## src/rtl/core/sbd_pkg.sv

```systemverilog
// Shared types, codes and CRC helper for the servo bus packet deframer.
`default_nettype none

package sbd_pkg;

  localparam int unsigned CfgIdxW  = 3;
  localparam int unsigned CfgDataW = 16;

  typedef enum logic [CfgIdxW-1:0] {
    REG_HEADER_BYTE0 = 3'd0,
    REG_HEADER_BYTE1 = 3'd1,
    REG_HEADER_BYTE2 = 3'd2,
    REG_HEADER_BYTE3 = 3'd3,
    REG_CRC_POLY     = 3'd4
  } cfg_reg_t;

  typedef enum logic [1:0] {
    ST_OK       = 2'd0,
    ST_TIMEOUT  = 2'd1,
    ST_HEADER   = 2'd2,
    ST_CHECKSUM = 2'd3
  } status_t;

  typedef enum logic {
    KIND_BYTE    = 1'b0,
    KIND_TIMEOUT = 1'b1
  } in_kind_t;

  typedef enum logic {
    RES_PARAM = 1'b0,
    RES_END   = 1'b1
  } res_kind_t;

  localparam logic [7:0]  HeaderByte0Rst = 8'hFF;
  localparam logic [7:0]  HeaderByte1Rst = 8'hFF;
  localparam logic [7:0]  HeaderByte2Rst = 8'hFD;
  localparam logic [7:0]  HeaderByte3Rst = 8'h00;
  localparam logic [15:0] CrcPolyRst     = 16'h8005;

  // CRC table entry for index idx under polynomial poly (MSB-first, 8 shifts).
  function automatic logic [15:0] crc_table_entry(input logic [7:0] idx,
                                                  input logic [15:0] poly);
    logic [15:0] v;
    v = {idx, 8'h00};
    for (int k = 0; k < 8; k++) begin
      if (v[15]) begin
        v = {v[14:0], 1'b0} ^ poly;
      end else begin
        v = {v[14:0], 1'b0};
      end
    end
    return v;
  endfunction

endpackage

`default_nettype wire

```

## src/rtl/core/sbd_if.sv

```systemverilog
// Valid/ready stream interfaces for deframer input items and results.
`default_nettype none

interface sbd_in_if;
  logic       valid;
  logic       ready;
  logic       kind;
  logic [7:0] rx_byte;

  modport source (output valid, output kind, output rx_byte, input ready);
  modport sink   (input valid, input kind, input rx_byte, output ready);
endinterface

interface sbd_out_if;
  logic        valid;
  logic        ready;
  logic        result_kind;
  logic [7:0]  param_byte;
  logic [7:0]  packet_id;
  logic [7:0]  instruction;
  logic [15:0] frame_length;
  logic [15:0] param_count;
  logic [1:0]  status;

  modport source (output valid, output result_kind, output param_byte, output packet_id,
                  output instruction, output frame_length, output param_count,
                  output status, input ready);
  modport sink   (input valid, input result_kind, input param_byte, input packet_id,
                  input instruction, input frame_length, input param_count,
                  input status, output ready);
endinterface

`default_nettype wire

```

## src/rtl/core/sbd_crc.sv

```systemverilog
// One-byte CRC-16 update, table entry built from the programmable polynomial.
`default_nettype none

module sbd_crc
  import sbd_pkg::*;
(
  input  wire logic [15:0] crc,
  input  wire logic [7:0]  data,
  input  wire logic [15:0] poly,
  output logic      [15:0] crc_next
);

  logic [7:0] idx;

  assign idx      = crc[15:8] ^ data;
  assign crc_next = {crc[7:0], 8'h00} ^ crc_table_entry(idx, poly);

endmodule

`default_nettype wire

```

## src/rtl/core/servo_bus_packet_deframer.sv

```systemverilog
// Top level: servo bus packet deframer with input register and result register.
// An item is registered at acceptance and its result, if any, is loaded into the
//   result register when it is processed. Throughput: one item per cycle unless
//   a held result stalls the pipe; the phase/CRC update is one pass of logic.
// Reset (rst, synchronous): hunting for the first header byte, packet state
//   zero, header bytes FF FF FD 00, CRC polynomial 0x8005, both stages empty.
`default_nettype none

module servo_bus_packet_deframer
  import sbd_pkg::*;
(
  input  wire logic                clk,
  input  wire logic                rst,
  input  wire logic                write_en,
  input  wire logic [CfgIdxW-1:0]  reg_index,
  input  wire logic [CfgDataW-1:0] write_data,
  sbd_in_if.sink                   rx,
  sbd_out_if.source                result
);

  // Receive phases, one-hot.
  typedef enum logic [10:0] {
    PH_H0     = 11'b000_0000_0001,
    PH_H1     = 11'b000_0000_0010,
    PH_H2     = 11'b000_0000_0100,
    PH_H3     = 11'b000_0000_1000,
    PH_ID     = 11'b000_0001_0000,
    PH_LEN_L  = 11'b000_0010_0000,
    PH_LEN_H  = 11'b000_0100_0000,
    PH_INSTR  = 11'b000_1000_0000,
    PH_PARAM  = 11'b001_0000_0000,
    PH_CRC_L  = 11'b010_0000_0000,
    PH_CRC_H  = 11'b100_0000_0000
  } phase_t;

  // Configuration registers.
  logic [7:0]  header_byte0, header_byte1, header_byte2, header_byte3;
  logic [15:0] crc_poly;

  always_ff @(posedge clk) begin
    if (rst) begin
      header_byte0 <= HeaderByte0Rst;
      header_byte1 <= HeaderByte1Rst;
      header_byte2 <= HeaderByte2Rst;
      header_byte3 <= HeaderByte3Rst;
      crc_poly     <= CrcPolyRst;
    end else if (write_en) begin
      case (reg_index)
        REG_HEADER_BYTE0: header_byte0 <= write_data[7:0];
        REG_HEADER_BYTE1: header_byte1 <= write_data[7:0];
        REG_HEADER_BYTE2: header_byte2 <= write_data[7:0];
        REG_HEADER_BYTE3: header_byte3 <= write_data[7:0];
        REG_CRC_POLY:     crc_poly     <= write_data;
        default: ; // unmapped index: ignored
      endcase
    end
  end

  // Pipeline control. The whole pipe moves when the result register is
  // empty or being drained; the input register can also fill while empty.
  logic       in_valid;
  logic       in_kind;
  logic [7:0] in_byte;
  logic       advance;
  logic       process;

  assign advance  = !result.valid || result.ready;
  assign process  = in_valid && advance;
  assign rx.ready = !in_valid || advance;

  always_ff @(posedge clk) begin
    if (rst) begin
      in_valid <= 1'b0;
    end else if (rx.ready) begin
      in_valid <= rx.valid;
    end
  end

  always_ff @(posedge clk) begin
    if (rx.ready && rx.valid) begin
      in_kind <= rx.kind;
      in_byte <= rx.rx_byte;
    end
  end

  // Packet state.
  phase_t      phase, phase_next;
  logic [7:0]  id_reg, id_reg_next;
  logic [15:0] length_reg, length_reg_next;
  logic [7:0]  instr_reg, instr_reg_next;
  logic [15:0] remaining, remaining_next;
  logic [1:0]  repeat_run, repeat_run_next;
  logic [15:0] crc_sum, crc_sum_next;
  logic [7:0]  crc_low_byte, crc_low_byte_next;
  logic [15:0] kept_count, kept_count_next;

  logic [15:0] crc_fed;

  sbd_crc u_crc (
    .crc      (crc_sum),
    .data     (in_byte),
    .poly     (crc_poly),
    .crc_next (crc_fed)
  );

  // Result produced by the current item.
  logic        emit;
  res_kind_t   emit_kind;
  logic [7:0]  emit_param;
  logic [15:0] emit_count;
  status_t     emit_status;
  logic        clear_pkt;

  logic [7:0]  expect_byte;
  logic [15:0] rem_dec;
  logic [15:0] rx_crc;

  assign rem_dec = 16'(remaining - 16'd1);
  assign rx_crc  = {in_byte, crc_low_byte};

  always_comb begin
    case (phase)
      PH_H0:   expect_byte = header_byte0;
      PH_H1:   expect_byte = header_byte1;
      PH_H2:   expect_byte = header_byte2;
      default: expect_byte = header_byte3;
    endcase
  end

  always_comb begin
    phase_next        = phase;
    id_reg_next       = id_reg;
    length_reg_next   = length_reg;
    instr_reg_next    = instr_reg;
    remaining_next    = remaining;
    repeat_run_next   = repeat_run;
    crc_sum_next      = crc_sum;
    crc_low_byte_next = crc_low_byte;
    kept_count_next   = kept_count;
    emit              = 1'b0;
    emit_kind         = RES_END;
    emit_param        = 8'h00;
    emit_count        = kept_count;
    emit_status       = ST_OK;
    clear_pkt         = 1'b0;

    if (in_kind == KIND_TIMEOUT) begin
      emit        = 1'b1;
      emit_status = ST_TIMEOUT;
      clear_pkt   = 1'b1;
    end else begin
      case (phase)
        PH_H0, PH_H1, PH_H2, PH_H3: begin
          if (in_byte != expect_byte) begin
            // mismatch drops the byte and restarts hunting
            emit        = 1'b1;
            emit_status = ST_HEADER;
            clear_pkt   = 1'b1;
          end else begin
            crc_sum_next = crc_fed;
            case (phase)
              PH_H0:   phase_next = PH_H1;
              PH_H1:   phase_next = PH_H2;
              PH_H2:   phase_next = PH_H3;
              default: phase_next = PH_ID;
            endcase
          end
        end
        PH_ID: begin
          crc_sum_next = crc_fed;
          id_reg_next  = in_byte;
          phase_next   = PH_LEN_L;
        end
        PH_LEN_L: begin
          crc_sum_next    = crc_fed;
          length_reg_next = {8'h00, in_byte};
          phase_next      = PH_LEN_H;
        end
        PH_LEN_H: begin
          crc_sum_next    = crc_fed;
          length_reg_next = {in_byte, length_reg[7:0]};
          phase_next      = PH_INSTR;
        end
        PH_INSTR: begin
          crc_sum_next   = crc_fed;
          instr_reg_next = in_byte;
          if (length_reg > 16'd3) begin
            remaining_next  = 16'(length_reg - 16'd3);
            repeat_run_next = 2'd0;
            phase_next      = PH_PARAM;
          end else begin
            // short length: no parameters, CRC follows
            remaining_next = 16'd0;
            phase_next     = PH_CRC_L;
          end
        end
        PH_PARAM: begin
          crc_sum_next   = crc_fed;
          remaining_next = rem_dec;
          if (rem_dec == 16'd0) begin
            phase_next = PH_CRC_L;
          end
          if (in_byte == header_byte2 && repeat_run == 2'd2) begin
            // stuff byte: dropped, run restarts (wins over a run byte)
            repeat_run_next = 2'd0;
          end else begin
            if (in_byte == header_byte0) begin
              if (repeat_run != 2'd2) begin
                repeat_run_next = 2'(repeat_run + 2'd1);
              end
            end else begin
              repeat_run_next = 2'd0;
            end
            kept_count_next = 16'(kept_count + 16'd1);
            emit            = 1'b1;
            emit_kind       = RES_PARAM;
            emit_param      = in_byte;
            emit_count      = kept_count_next;
          end
        end
        PH_CRC_L: begin
          crc_low_byte_next = in_byte;
          phase_next        = PH_CRC_H;
        end
        default: begin
          emit        = 1'b1;
          emit_status = (rx_crc == crc_sum) ? ST_OK : ST_CHECKSUM;
          clear_pkt   = 1'b1;
        end
      endcase
    end
  end

  always_ff @(posedge clk) begin
    if (rst) begin
      phase        <= PH_H0;
      id_reg       <= 8'h00;
      length_reg   <= 16'h0000;
      instr_reg    <= 8'h00;
      remaining    <= 16'h0000;
      repeat_run   <= 2'd0;
      crc_sum      <= 16'h0000;
      crc_low_byte <= 8'h00;
      kept_count   <= 16'h0000;
    end else if (process) begin
      if (clear_pkt) begin
        // every end report leaves the packet state cleared
        phase        <= PH_H0;
        id_reg       <= 8'h00;
        length_reg   <= 16'h0000;
        instr_reg    <= 8'h00;
        remaining    <= 16'h0000;
        repeat_run   <= 2'd0;
        crc_sum      <= 16'h0000;
        crc_low_byte <= 8'h00;
        kept_count   <= 16'h0000;
      end else begin
        phase        <= phase_next;
        id_reg       <= id_reg_next;
        length_reg   <= length_reg_next;
        instr_reg    <= instr_reg_next;
        remaining    <= remaining_next;
        repeat_run   <= repeat_run_next;
        crc_sum      <= crc_sum_next;
        crc_low_byte <= crc_low_byte_next;
        kept_count   <= kept_count_next;
      end
    end
  end

  // Result register: reloads whenever the pipe advances.
  always_ff @(posedge clk) begin
    if (rst) begin
      result.valid <= 1'b0;
    end else if (advance) begin
      result.valid <= process && emit;
    end
  end

  always_ff @(posedge clk) begin
    if (process && emit) begin
      result.result_kind  <= emit_kind;
      result.param_byte   <= emit_param;
      result.packet_id    <= id_reg;
      result.instruction  <= instr_reg;
      result.frame_length <= length_reg;
      result.param_count  <= emit_count;
      result.status       <= emit_status;
    end
  end

endmodule

`default_nettype wire

```

## src/flat_wrapper.sv

```systemverilog
// flat-port wrapper written by rule: the top's interface ports become plain ports
module servo_bus_packet_deframer_flat import sbd_pkg::*;
  (clk, rst, write_en, reg_index, write_data, rx_valid, rx_kind, rx_rx_byte, rx_ready, result_valid, result_result_kind, result_param_byte, result_packet_id, result_instruction, result_frame_length, result_param_count, result_status, result_ready);
  sbd_in_if rx_i ();
  sbd_out_if result_i ();
  input  wire logic clk;
  input  wire logic rst;
  input  wire logic write_en;
  input  wire logic [CfgIdxW-1:0] reg_index;
  input  wire logic [CfgDataW-1:0] write_data;
  input wire logic [$bits(rx_i.valid)-1:0] rx_valid;
  input wire logic [$bits(rx_i.kind)-1:0] rx_kind;
  input wire logic [$bits(rx_i.rx_byte)-1:0] rx_rx_byte;
  output wire logic [$bits(rx_i.ready)-1:0] rx_ready;
  output wire logic [$bits(result_i.valid)-1:0] result_valid;
  output wire logic [$bits(result_i.result_kind)-1:0] result_result_kind;
  output wire logic [$bits(result_i.param_byte)-1:0] result_param_byte;
  output wire logic [$bits(result_i.packet_id)-1:0] result_packet_id;
  output wire logic [$bits(result_i.instruction)-1:0] result_instruction;
  output wire logic [$bits(result_i.frame_length)-1:0] result_frame_length;
  output wire logic [$bits(result_i.param_count)-1:0] result_param_count;
  output wire logic [$bits(result_i.status)-1:0] result_status;
  input wire logic [$bits(result_i.ready)-1:0] result_ready;
  assign rx_i.valid = rx_valid;
  assign rx_i.kind = rx_kind;
  assign rx_i.rx_byte = rx_rx_byte;
  assign rx_ready = rx_i.ready;
  assign result_valid = result_i.valid;
  assign result_result_kind = result_i.result_kind;
  assign result_param_byte = result_i.param_byte;
  assign result_packet_id = result_i.packet_id;
  assign result_instruction = result_i.instruction;
  assign result_frame_length = result_i.frame_length;
  assign result_param_count = result_i.param_count;
  assign result_status = result_i.status;
  assign result_i.ready = result_ready;
  servo_bus_packet_deframer u_core (.clk(clk), .rst(rst), .write_en(write_en), .reg_index(reg_index), .write_data(write_data), .rx(rx_i), .result(result_i));
endmodule
```

## config.mk

```make
export PLATFORM = sky130hd
export DESIGN_NAME = servo_bus_packet_deframer_flat
export DESIGN_NICKNAME = d
export VERILOG_FILES = /design/src/rtl/core/sbd_pkg.sv /design/src/rtl/core/sbd_if.sv /design/src/rtl/core/sbd_crc.sv /design/src/rtl/core/servo_bus_packet_deframer.sv /design/src/flat_wrapper.sv
export SDC_FILE = /design/constraint.sdc
export NUM_CORES = 1
export LEC_CHECK = 0
export ABC_AREA = 1
export BUFFER_PORTS_ARGS = -buffer_cell sky130_fd_sc_hd__buf_2
export CAP_MARGIN = 20
export CORE_MARGIN = 4
export CORE_UTILIZATION = 30
export CTS_CLUSTER_DIAMETER = 80
export DETAILED_ROUTE_END_ITERATION = 16
export PLACE_DENSITY = 0.46
export SLEW_MARGIN = 40
export SYNTH_ARGS = -nofsm -noshare
export SYNTH_HDL_FRONTEND = slang
export SYNTH_HIERARCHICAL = 1
export SYNTH_SLANG_ARGS = --single-unit
```

## constraint.sdc

```tcl
create_clock -name clk -period 11.1 [get_ports clk]
set_input_delay 2.22 -clock clk [delete_from_list [all_inputs] [get_ports clk]]
set_output_delay 2.22 -clock clk [all_outputs]
set_load 0.01 [all_outputs]
```

==> flow_summary.json <==
{
  "status": "completed",
  "fin_nets": 2015,
  "synth_async_sr_flop_share_pct": 0,
  "io-pin-count": 94,
  "ys_ff_latch": 219,
  "place.port_buffers": 93,
  "root_buffer": "clkbuf_16",
  "drc": 0,
  "synthFlopType": "dfxtp_1",
  "via_count": 12368,
  "cellPowerDensity_nw_per_um2": 160,
  "cts_buffers": 28,
  "num_rows": 76,
  "finalCritPeriodShare_pct": 47.8,
  "grt.overflow.total": 0,
  "cts_resized": 0,
  "max_slew_margin_pct": 46.1,
  "clock_path_buffers": 3,
  "worstPathArrival_ns": 5.78,
  "drtAntennaViolNets": 0,
  "synth_most_common_cell": "nand2_1",
  "syn-num-nets": 1958,
  "gp_congestion": 0.915,
  "grt_antenna_before_repair": 0,
  "clk_latency_ns": 0.56,
  "synth_commonest_cells": "nand2_1 (603), nand3_1 (206), nor2_1 (201), inv_1 (187), dfxtp_1 (151)",
  "cts_tree": "built",
  "worst_pin_slew_ns": 0.808,
  "ys_types": 48,
  "drt-wirelength-per-cell_um": 16.3,
  "synth_largest_area_cell": "dfxtp_1",
  "reg2reg_slack_ns": 5.80,
  "postSynthAreaPerCell_um2": 6.84,
  "hold_viol_final": 0,
  "drive_above_1_share_pct": 11.6,
  "ys_top_cells_by_area": "dfxtp_1 (23%), nand2_1 (17%), edfxtp_1 (16%)",
  "drt-total-wl_um": 42100,
  "fin_worst_skew_ns": 0.0201,
  "clk_pin_slew_worst_paths_ns": 0.06,
  "total_power_w": 0.00239,
  "grt_start_max_net_pins": 80,
  "grt_pass1_vias": 11462,
  "end_kind": "register",
  "grt_pass1_wl_um": 65600,
  "first_pass_iters": 6,
  "drv_slew": 0,
  "htreeDepth": 1,
  "place_area_um2": 14000,
  "grt_setup_unrepaired": "no",
  "die_area_um2": 47200,
  "worstPathMaxFanout": 30,
  "yosys_warnings": 6,
  "postCtsHoldBufs": 0,
  "syn_inst": 1920,
  "leakage_nw": 6.48,
  "grt_usage_pct": 17.4,
  "path_class": "reg -> reg",
  "syn_area_um2": 13100,
  "min_period_ns": 5.30,
  "dp_hpwl_um": 30600,
  "area_delta_synth_final_pct": 13.8,
  "die_h_um": 217,
  "worstHoldPathType": "reg -> reg",
  "setup_tns_ns": 0,
  "vdd_drop_max_mv": 0.106,
  "core_um2": 43200,
  "yosysSeqAreaShare_pct": 38.6,
  "drt_iter0_drc": 830,
  "vias_per_cell": 4.78,
  "timing.fmax_mhz": 189,
  "cp-start-kind": "register",
  "cap_violations": 0,
  "finalHoldWorstSlack_ns": 0.432,
  "initial_core_util_pct": 30.4,
  "synth_edf_count": 68,
  "required_ns": 11.58,
  "cts.sink_count": 219,
  "stdcell_area_um2": 14900,
  "die_w_um": 217,
  "setup_viol": 0,
  "yosys.area.top_type_share_pct": 23.0,
  "post_cts_buffers": 0
}
## critical path, cell delays in order (launching register included)
cell      delay (ns)
edfxtp_1        0.55
inv_2           0.12
nand2_2         0.07
nand2_4         0.21
nand3_2         0.15
nand3_1         0.13
inv_1           0.06
nand2_1         0.06
nand2_2         0.23
nand3_1         0.45
nand2_1         0.32
nor2_1          0.19
nand2_2         0.08
nand2_2         0.42
nand2_1         0.13
nand2_2         0.17
nand2_4         0.16
nor2_2          0.12
nand2_2         0.08
nand2_2         0.39
nand3_1         0.16
nand2_2         0.46
nand2_1         0.12
nand2_1         0.08
nand2_1         0.05
inv_1           0.05
nand2_1         0.04
a21oi_1         0.13
## final cells by class
type / instances / area [µm²]
diodes: 1 / 2.50
clock buffers: 30 / 708
clock inverters: 22 / 233
fillers: 4717 / 28200
inverters: 204 / 768
multi-input cells: 1426 / 6930
flip-flops and latches: 219 / 5060
well taps: 585 / 732
repair buffers: 98 / 507
## layout by cell type (no fill, tap or decap), drive strengths merged, types with 10 or more instances in the layout
cell    synthesis  routed
a21oi          98      98
buf            38      98
clkbuf         33      30
clkinv          2      13
dfxtp         151     151
edfxtp         68      68
inv           202     205
nand2         627     627
nand3         210     210
nand4          25      25
nor2          228     228
nor3           28      28
nor4           10      10
o21ai          62      62
xnor2          50      50
xor2           44      44
## per-stage QoR
step | setup WS [ns] | instances | utilization [%]
6_report | 5.80 | 2585 | 34.6
5_1_grt | 5.23 | 2584 | 34.6
4_1_cts | 5.89 | 2584 | 34.6
3_5_place_dp | 5.87 | 2532 | 32.4
3_3_place_gp | 5.85 | 2532 | 32.4
2_1_floorplan | 6.48 | 1920 | -
## layer usage
layer  track usage (%)  vias to the layer above  wire (µm)  part of all wire [%]
met5                 0                        -          0                     0
li1                  -                     6273          -                     -
met3              2.19                       51       1970                   4.7
met2              28.1                      301      19100                    45
met4              4.54                        0        961                   2.3
met1              24.7                     5743      20000                    48
## power breakdown
part	leakage [nW]	switching, W	internal [W]
registers	1.87	0.0000362	0.000865
logic	4.15	0.000399	0.000174
clock network	0.448	0.000378	0.000538
total	6.48	0.000814	0.00158
## path summary, 6_finish.rpt
kind | start | cells after the start | to
worst max-delay path | u_core/in_byte[7]$_DFFE_PP_ | 27 | u_core/crc_sum[14]$_SDFFE_PP0P_
worst min-delay path | u_core/instr_reg[0]$_SDFFE_PP0P_ | 0 | u_core/result.instruction[0]$_DFFE_PP_
worst max register to register | u_core/in_byte[7]$_DFFE_PP_ | 27 | u_core/crc_sum[14]$_SDFFE_PP0P_
worst min register to register | u_core/instr_reg[0]$_SDFFE_PP0P_ | 0 | u_core/result.instruction[0]$_DFFE_PP_
## cell families after synthesis
group / Yosys count / share of synthesized area (%)
muxes: 1 / 0.0857
xor gates and xnor gates: 94 / 6.27
buffers and inverters: 275 / 8.83
DFF: 219 / 38.6
AOI/OAI and AO/OA: 184 / 7.64
adders and majority gates: 5 / 0.476
and+or+nand+nor: 1142 / 38.2
Note: power is estimated with default switching activity, not from simulation.
